[config.mk]
export PLATFORM = sky130hd
export DESIGN_NAME = ttl_avg_div
export DESIGN_NICKNAME = d
export VERILOG_FILES = /design/src/hw/rtl/ttl_key_value_store_macros.svh /design/src/hw/rtl/ttl_pkg.sv /design/src/hw/rtl/ttl_avg_div.sv
export SDC_FILE = /design/constraint.sdc
export NUM_CORES = 1
export LEC_CHECK = 0
export BUFFER_PORTS_ARGS = -buffer_cell sky130_fd_sc_hd__buf_2
export CORE_MARGIN = 5
export CORE_UTILIZATION = 56
export DETAILED_ROUTE_END_ITERATION = 8
export PLACE_DENSITY = 0.81
export RECOVER_POWER = 50
export SLEW_MARGIN = 10
export SYNTH_ARGS = -nofsm -noshare
export SYNTH_HDL_FRONTEND = slang
export SYNTH_SLANG_ARGS = --single-unit
[constraint.sdc]
create_clock -name clk -period 3.05 [get_ports clk]
set_clock_uncertainty 0.05 [all_clocks]
set_input_delay 0.1525 -clock clk [delete_from_list [all_inputs] [get_ports clk]]
set_output_delay 0.1525 -clock clk [all_outputs]
set_load 0.005 [all_outputs]
[src/hw/rtl/ttl_key_value_store_macros.svh]
// Assertion macros for the key value store
`ifndef TTL_KEY_VALUE_STORE_MACROS_SVH
`define TTL_KEY_VALUE_STORE_MACROS_SVH

// Assert that an antecedent implies a consequent on the same edge
`define TTL_ASSERT_IMP(label, clk, rst_n, ante, cons, msg) \
  label: assert property (@(posedge clk) disable iff (!rst_n) (ante) |-> (cons)) \
    else $error(msg);

// Assert that an antecedent implies a consequent on the following edge
`define TTL_ASSERT_NEXT(label, clk, rst_n, ante, cons, msg) \
  label: assert property (@(posedge clk) disable iff (!rst_n) (ante) |=> (cons)) \
    else $error(msg);

`endif

[src/hw/rtl/ttl_pkg.sv]
`default_nettype none
package ttl_pkg;

  localparam int unsigned KEY_W    = 32;
  localparam int unsigned VAL_W    = 32;
  localparam int unsigned TIME_W   = 32;
  localparam int unsigned STATUS_W = 3;
  localparam int unsigned COUNT_W  = 7;
  localparam int unsigned SUM_W    = 38;
  localparam int unsigned AVG_W    = 40;

  // Opcodes
  localparam logic [1:0] OP_SET = 2'd0;
  localparam logic [1:0] OP_GET = 2'd1;

  // Result status codes
  localparam logic [STATUS_W-1:0] ST_SET_NEW  = 3'd0;
  localparam logic [STATUS_W-1:0] ST_SET_REPL = 3'd1;
  localparam logic [STATUS_W-1:0] ST_GET_HIT  = 3'd2;
  localparam logic [STATUS_W-1:0] ST_GET_MISS = 3'd3;
  localparam logic [STATUS_W-1:0] ST_OBSERVED = 3'd4;
  localparam logic [STATUS_W-1:0] ST_SET_DROP = 3'd5;

  // Divider request to the average unit
  typedef struct packed {
    logic             go;
    logic             neg;
    logic [SUM_W-1:0] mag;
    logic [COUNT_W-1:0] cnt;
  } div_req_t;

endpackage
`default_nettype wire

[src/hw/rtl/ttl_avg_div.sv]
`default_nettype none
module ttl_avg_div #(
  parameter int unsigned FRAC_BITS = 8
) (
  input  wire logic            clk,
  input  wire logic            rst_n,
  input  wire ttl_pkg::div_req_t req,
  output logic                 done,
  output logic [ttl_pkg::AVG_W-1:0] quot
);
  import ttl_pkg::*;

  localparam int unsigned NUM_W = SUM_W + FRAC_BITS;
  localparam int unsigned CNT_W = $clog2(NUM_W + 1);

  logic [NUM_W-1:0]   num_r, num_nxt;
  logic [COUNT_W:0]   rem_r, rem_nxt;
  logic [COUNT_W-1:0] dvs_r;
  logic               neg_r;
  logic [CNT_W-1:0]   step_r, step_nxt;
  logic               busy_r;
  logic [COUNT_W:0]   trial;
  logic [NUM_W-1:0]   negq;

  // One quotient bit per cycle by restoring division
  always_comb begin
    trial    = {rem_r[COUNT_W-1:0], num_r[NUM_W-1]};
    rem_nxt  = trial;
    num_nxt  = {num_r[NUM_W-2:0], 1'b0};
    if (trial >= {1'b0, dvs_r}) begin
      rem_nxt    = trial - {1'b0, dvs_r};
      num_nxt[0] = 1'b1;
    end
    step_nxt = step_r - 1'b1;
    negq     = '0 - num_r;
  end

  always_ff @(posedge clk) begin
    if (!rst_n) begin
      busy_r <= 1'b0;
      done   <= 1'b0;
      step_r <= '0;
    end else begin
      done <= 1'b0;
      if (req.go) begin
        busy_r <= 1'b1;
        step_r <= CNT_W'(NUM_W);
        num_r  <= {req.mag, {FRAC_BITS{1'b0}}};
        rem_r  <= '0;
        dvs_r  <= req.cnt;
        neg_r  <= req.neg;
      end else if (busy_r) begin
        num_r  <= num_nxt;
        rem_r  <= rem_nxt;
        step_r <= step_nxt;
        if (step_r == CNT_W'(1)) begin
          busy_r <= 1'b0;
          done   <= 1'b1;
        end
      end
    end
  end

  // Apply the sign to the magnitude quotient; a zero divisor gives zero
  always_comb begin
    if (dvs_r == '0) quot = '0;
    else if (neg_r) quot = AVG_W'(negq);
    else quot = AVG_W'(num_r);
  end
endmodule
`default_nettype wire

==> results.cfg, run 1 <==
[clocking]
clk_latency_ns = 0.35
worst_setup_hold_path_clk_slew_ns = 0.08
cts_num_sinks = 69
root_buffer = clkbuf_8
cts-buffers-inserted = 9
cts_resized = 0
post-cts-setup-buffer-count = 0
clock_path_buffers = 2
tritoncts = done
postCtsHoldBufs = 8
h-tree-depth = 3

[global_routing]
grt_antenna_before_repair = 0
grt_use_met1_pct = 28.6
grt-busiest-layer = met2
gr-usage-met2_pct = 40.2
grt_max_degree = 54
grt_pass1_wl_mm = 18.5
gr-total-overflow = 0
groute.usage.overall_pct = 23.0
grt_util_met3_pct = 4.56
vias_in_the_first_global_route = 3820

[timing]
layout_min_cycle_time_ns = 2.78
fmaxAchievable_mhz = 359
timing.slew.headroom_pct = 6.85
setup_slack_ns = 0.268
tns_ns = 0
final_min_period_over_clock_period_pct = 91.2
finalHoldViolCount = 0
setup_viol_count_final = 0
max_slew_violation_count = 0
worst_slew_pin_slew_ns = 1.40
unrepaired_setup_endpoints_after_global_routing = no

[place]
placement.io_buffers = 89
hpwlAfterDp_mm = 7.82
cell_area_reported_after_detailed_placement_mm2 = 0.00502
dpl.cell_count = 611
pre_cts_ws_ns = 0.603
gp_routability_congestion = 0.873

[die]
placementRows = 32
placeableCoreArea_mm2 = 0.00773
area_enclosed_by_the_die_boundary_mm2 = 0.00985
floorplan.io_pins = 90
die_x_um = 99.2
initial_utilization_pct = 57.7
floorplan.die.height_um = 99.2

[yosys]
simple_gate_portion_of_the_synthesized_area_pct = 19.4
ys_seq_area_share_pct = 44.7
synth-main-ff-cell = edfxtp_1
synth-warning-count = 0
synth_enable_flop_cells = 61
post_synth_inst_count = 433
synth_fp_nets = 493
yosys.area_share.xor_xnor_pct = 6.68
synth_fa_ha_area_share_pct = 3.25
synth-compound-area-share_pct = 10.8
muxShareOfSynthArea_pct = 11.6
synth.lib_cells_used.distinct = 50
synth_seq_cells = 69
mean_area_per_synthesized_cell_um2 = 10.3
syn_area_mm2 = 0.00446
synth-async-reset-ratio_pct = 0
dominant_combinational_cell_family_by_area_after_synthesis = simple AND/OR/NAND/NOR gates

[route]
dr.pass1.iters = 7
drt_first_iter_violations = 206
finalWirelength_mm = 11.0
drt-vias-per-instance = 6.01
final_antenna_net_count = 0
routedWlPerCell_um = 17.3
drt_drc_violations_left = 0
via_count = 3809

[cells_and_area]
drive_above_1_share_pct = 29.9
post-route-cell-area_mm2 = 0.00528
areaGrowthSynthToFinish_pct = 18.5
most_used_cells_in_the_layout_excluding_fill_and_tap_cells = buf_2, edfxtp_1, nor2_1
finalCoreUtilization_pct = 68.4
num_antenna_cells = 0
final_common_cell = buf_2
nFillCells = 600
final_cells = 634
finalNetCount = 588

[power_and_ir_drop]
irDropWorstVdd_v = 0.000221
switchingPower_w = 0.000706
switching_share_pct = 28.0
cellInternalPower_w = 0.00182
power_frac_seq_pct = 46.9
cellPowerDensity_mw_per_mm2 = 478
leakage_nw = 2.06
combinational_group_share_of_total_power_pct = 20.7
clock_power_share_pct = 32.4

[critical_path]
setup.worst_path.end_class = primary output
crit_path_max_incr_delay_ns = 0.51
timing.critical_path.cells = or3_4, or3_4, nor4_2, mux2i_1, nand2_1, buf_2
critPathMostFrequentCell = or3_4
cp.arrival_ns = 2.58
worst-endpoint-required_ns = 2.85
reg2reg_setup_slack_ns = 0.49
crit_path_top_delay_cell = nor4_2
element_type_at_the_critical_path_start = flop
critical_path_class = reg -> out
critical_path_peak_fanout = 4

[hold_path]
min-delay-path-class = in -> reg

[run]
drv.max_cap_violation_count = 0

[outcome]
outcome = finished clean
[flip-flops by register name (all words and copies together), names as in the netlist]
name    count
busy_r      1
done        1
num_r      46
neg_r       1
rem_r       7
dvs_r       7
step_r      6
[power groups by stage]
stage / clock network [W] / registers, W / logic [W]
3_3_place_gp: 0 / 0.00120 / 0.000497
4_1_cts: 0.000828 / 0.00118 / 0.000528
3_5_place_dp: 0 / 0.00120 / 0.000516
5_1_grt: 0.000878 / 0.00119 / 0.000585
2_1_floorplan: 0 / 0.00118 / 0.000343
6_report: 0.000818 / 0.00118 / 0.000522
[cell usage after synthesis, drive strengths merged (4+ instances only)]
cell | count | area share [%]
a21oi | 18 | 2.1
a21boi | 4 | 0.67
nand4 | 4 | 0.56
inv | 19 | 1.6
nor4 | 9 | 2.2
or2 | 4 | 0.56
mux2 | 38 | 9.6
o21ai | 16 | 1.8
buf | 8 | 0.90
edfxtp | 61 | 41
nor2 | 46 | 3.9
o31ai | 8 | 1.3
clkbuf | 12 | 1.0
nand3 | 15 | 1.7
o41ai | 11 | 2.2
xor2 | 29 | 5.7
nand2 | 22 | 1.9
xnor2 | 5 | 0.98
dfxtp | 8 | 3.6
ha | 10 | 2.8
or3 | 11 | 1.8
nand2b | 7 | 0.98
mux2i | 9 | 2.0
nor3 | 20 | 2.2
a31oi | 5 | 0.70
nor2b | 8 | 1.1
[per-stage QoR]
stage                     total power, W  hold slack, ns
after floorplan                  0.00152           0.201
after global placement           0.00169           0.280
after detailed placement         0.00172           0.281
after CTS                        0.00254          0.0398
after global routing             0.00266          0.0348
final                            0.00252          0.0469
[final timing paths]
kind                                           from                     end  cells after the start
worst max-delay path            num_r[21]$_DFFE_PP_                quot[30]                      6
worst min-delay path                        req[33]     num_r[34]$_DFFE_PP_                      2
worst max register to register  num_r[45]$_DFFE_PP_  rem_r[3]$_SDFFCE_PP0P_                      8
worst min register to register    busy_r$_SDFF_PN0_         done$_SDFF_PP0_                      2
[critical path: cells and delay by family, from the launching register on]
family | cells | cell delay [ns]
AND/OR/NAND/NOR | 4 | 1.37
flip-flops | 1 | 0.45
multiplexers | 1 | 0.27
buffers and inverters | 1 | 0.13
[layer usage]
| metal | part of all wire, % | vias up | routed length (um) |
|---|---|---|---|
| met1 | 40 | 1842 | 4420 |
| li1 | - | 1804 | - |
| met3 | 6.2 | 25 | 686 |
| met4 | 1.9 | 0 | 208 |
| met5 | 0 | - | 0 |
| met2 | 52 | 138 | 5680 |
[area by class of cell]
class                   instances  area [um^2]  share of cell area (%)
clock buffers                  11          131                    2.49
clock inverters                 4         73.8                    1.40
inverters                      19         71.3                    1.35
multi-input cells             325         2320                    43.9
flip-flops and latches         69         1990                    37.7
well taps                     102          128                    2.42
repair buffers                104          567                    10.7
[kinds of logic after synthesis]
kind of cell,count (synthesis)
buffers and inverters,39
AO/OA/AOI/OAI,73
multiplexers,47
AND/OR/NAND/NOR,160
flip-flops,69
XOR/XNOR,34
adder cells (fa/ha/maj),11
Note: power is estimated with default switching activity, not from simulation.
==> run 2, diff against run 1 <==
--- a/config.mk
+++ b/config.mk
@@ -6,10 +6,11 @@
 export NUM_CORES = 1
 export LEC_CHECK = 0
 export BUFFER_PORTS_ARGS = -buffer_cell sky130_fd_sc_hd__buf_2
-export CORE_MARGIN = 5
-export CORE_UTILIZATION = 56
+export CORE_MARGIN = 2
+export CORE_UTILIZATION = 57
+export CTS_BUF_LIST = sky130_fd_sc_hd__clkbuf_4 sky130_fd_sc_hd__clkbuf_8
 export DETAILED_ROUTE_END_ITERATION = 8
-export PLACE_DENSITY = 0.81
+export PLACE_DENSITY = 0.82
 export RECOVER_POWER = 50
 export SLEW_MARGIN = 10
 export SYNTH_ARGS = -nofsm -noshare
==> run 2 against run 1 <==
Sequential cell count stayed put. Critical path depth stayed put. Die area is 13% lower. Clock power is 19% lower. Routed wire length is 4.6% lower. First-iteration DRC count is 13% higher. Via count is 1.7% lower. Sequential share of layout area is 0.28 points higher. Core utilization is 0.21 points higher. Sequential power hardly changed. Non-clock buffer count is 1 lower. Critical path type unchanged. Largest cell class unchanged. Largest power group unchanged.
==> results.cfg, run 2 (synthesized netlist as in run 1, its figures left out) <==
[global_routing]
grt_pass1_wl_mm = 17.2
groute.usage.overall_pct = 25.4
grt_max_degree = 54
grt_antenna_before_repair = 0
vias_in_the_first_global_route = 3626
gr-total-overflow = 0

[timing]
finalHoldViolCount = 0
setup_slack_ns = 0.273
layout_min_cycle_time_ns = 2.78
worst_slew_pin_slew_ns = 1.45
unrepaired_setup_endpoints_after_global_routing = no
fmaxAchievable_mhz = 360
max_slew_violation_count = 0
timing.slew.headroom_pct = 3.16
tns_ns = 0
final_min_period_over_clock_period_pct = 91.1
setup_viol_count_final = 0

[place]
pre_cts_ws_ns = 0.546
dpl.cell_count = 610
hpwlAfterDp_mm = 7.40
gp_routability_congestion = 0.887
placement.io_buffers = 89

[die]
floorplan.io_pins = 90
placeableCoreArea_mm2 = 0.00765
floorplan.die.height_um = 92.5
placementRows = 32
die_x_um = 92.5
initial_utilization_pct = 58.3
area_enclosed_by_the_die_boundary_mm2 = 0.00855

[critical_path]
critical_path_peak_fanout = 12
timing.critical_path.to = quot[39]
setup.worst_path.end_class = primary output
r2r_cells = 8
cp.arrival_ns = 2.57
worst-endpoint-required_ns = 2.85
r2r_end = rem_r[5]$_SDFFCE_PP0P_
critical_path_class = reg -> out
element_type_at_the_critical_path_start = flop
reg2reg_setup_slack_ns = 0.50
worst_setup_path_startpoint = num_r[4]$_SDFFCE_PP0P_
r2r_start = num_r[45]$_DFFE_PP_

[cells_and_area]
final_cells = 634
finalNetCount = 587
drive_above_1_share_pct = 30.3
reg.largest.list = num_r x46, dvs_r x7, rem_r x7
num_antenna_cells = 0
largest_reg_flops = 46
areaGrowthSynthToFinish_pct = 17.6
final_common_cell = buf_2
registers.top_by_ff_count = num_r
most_used_cells_in_the_layout_excluding_fill_and_tap_cells = buf_2, edfxtp_1, nor2_1

[route]
drt_drc_violations_left = 0
drt-vias-per-instance = 5.91
via_count = 3746
drt_first_iter_violations = 233
final_antenna_net_count = 0
dr.pass1.iters = 6
routedWlPerCell_um = 16.5
finalWirelength_mm = 10.5

[clocking]
root_buffer = clkbuf_8
h-tree-depth = 3
clk_latency_ns = 0.34
worst_setup_hold_path_clk_slew_ns = 0.08
cts-buffers-inserted = 9
tritoncts = done
clock_path_buffers = 2
cts_num_sinks = 69

[power_and_ir_drop]
leakage_nw = 2.04
cellPowerDensity_mw_per_mm2 = 450
irDropWorstVdd_v = 0.000356

[run]
drv.max_cap_violation_count = 0

[hold_path]
min-delay-path-class = in -> reg

[outcome]
outcome = finished clean
==> run 2: routing by layer <==
metal	up-vias	global-route usage (%)	part of all wire, %
li1	1799	-	-
met1	1780	32.8	42
met2	155	43.5	50
met3	12	5.04	6.6
met4	0	7.34	1.1
met5	-	0	0
==> run 2: worst min-delay path by stage <==
stage                     startpoint                  end  slack [ns]  cells after the start
after floorplan               req[0]   dvs_r[0]$_DFFE_PP_        0.20                      0
after global placement        req[1]   dvs_r[1]$_DFFE_PP_        0.28                      1
after detailed placement     req[45]      neg_r$_DFFE_PP_        0.28                      1
after CTS                    req[33]  num_r[34]$_DFFE_PP_        0.05                      2
after global routing         req[23]  num_r[24]$_DFFE_PP_        0.05                      2
final                        req[18]  num_r[19]$_DFFE_PP_        0.05                      2
==> run 2: area by class of cell <==
| type | instances | area, um^2 |
|---|---|---|
| repair buffers | 103 | 567 |
| fillers | 602 | 2400 |
| inverters | 19 | 71.3 |
| well taps | 102 | 128 |
| flip-flops and latches | 69 | 1990 |
| clock buffers | 9 | 124 |
| multi-input cells | 325 | 2320 |
| clock inverters | 7 | 42.5 |
==> run 2: what timing repair did <==
action,4_1_cts,5_1_grt
setup endpoints to repair,0,0
gates resized for setup,0,0
endpoints found under the hold margin,8,0
hold buffers,8,0
buffers inserted,0,0
==> run 2: power breakdown <==
group	internal [W]	switching, W
clock network	0.000289	0.000371
registers	0.00111	0.0000673
logic	0.000246	0.000271
==> run 2: metrics by stage <==
step	power, W	hold WS (ns)	area (um^2)	utilization (%)
after floorplan	0.00152	0.201	4460	-
after global placement	0.00168	0.279	5000	65.4
after detailed placement	0.00171	0.281	5000	65.4
after CTS	0.00236	0.0496	5250	68.6
after global routing	0.00246	0.0455	5240	68.6
final	0.00236	0.0546	5240	68.6
==> run 2: critical path, stage by stage, from the launching register on <==
cell,delay (ns)
edfxtp_1,0.48
nor4_4,0.41
nand2_1,0.37
nor3_1,0.44
a31oi_1,0.19
mux2i_1,0.20
buf_2,0.14
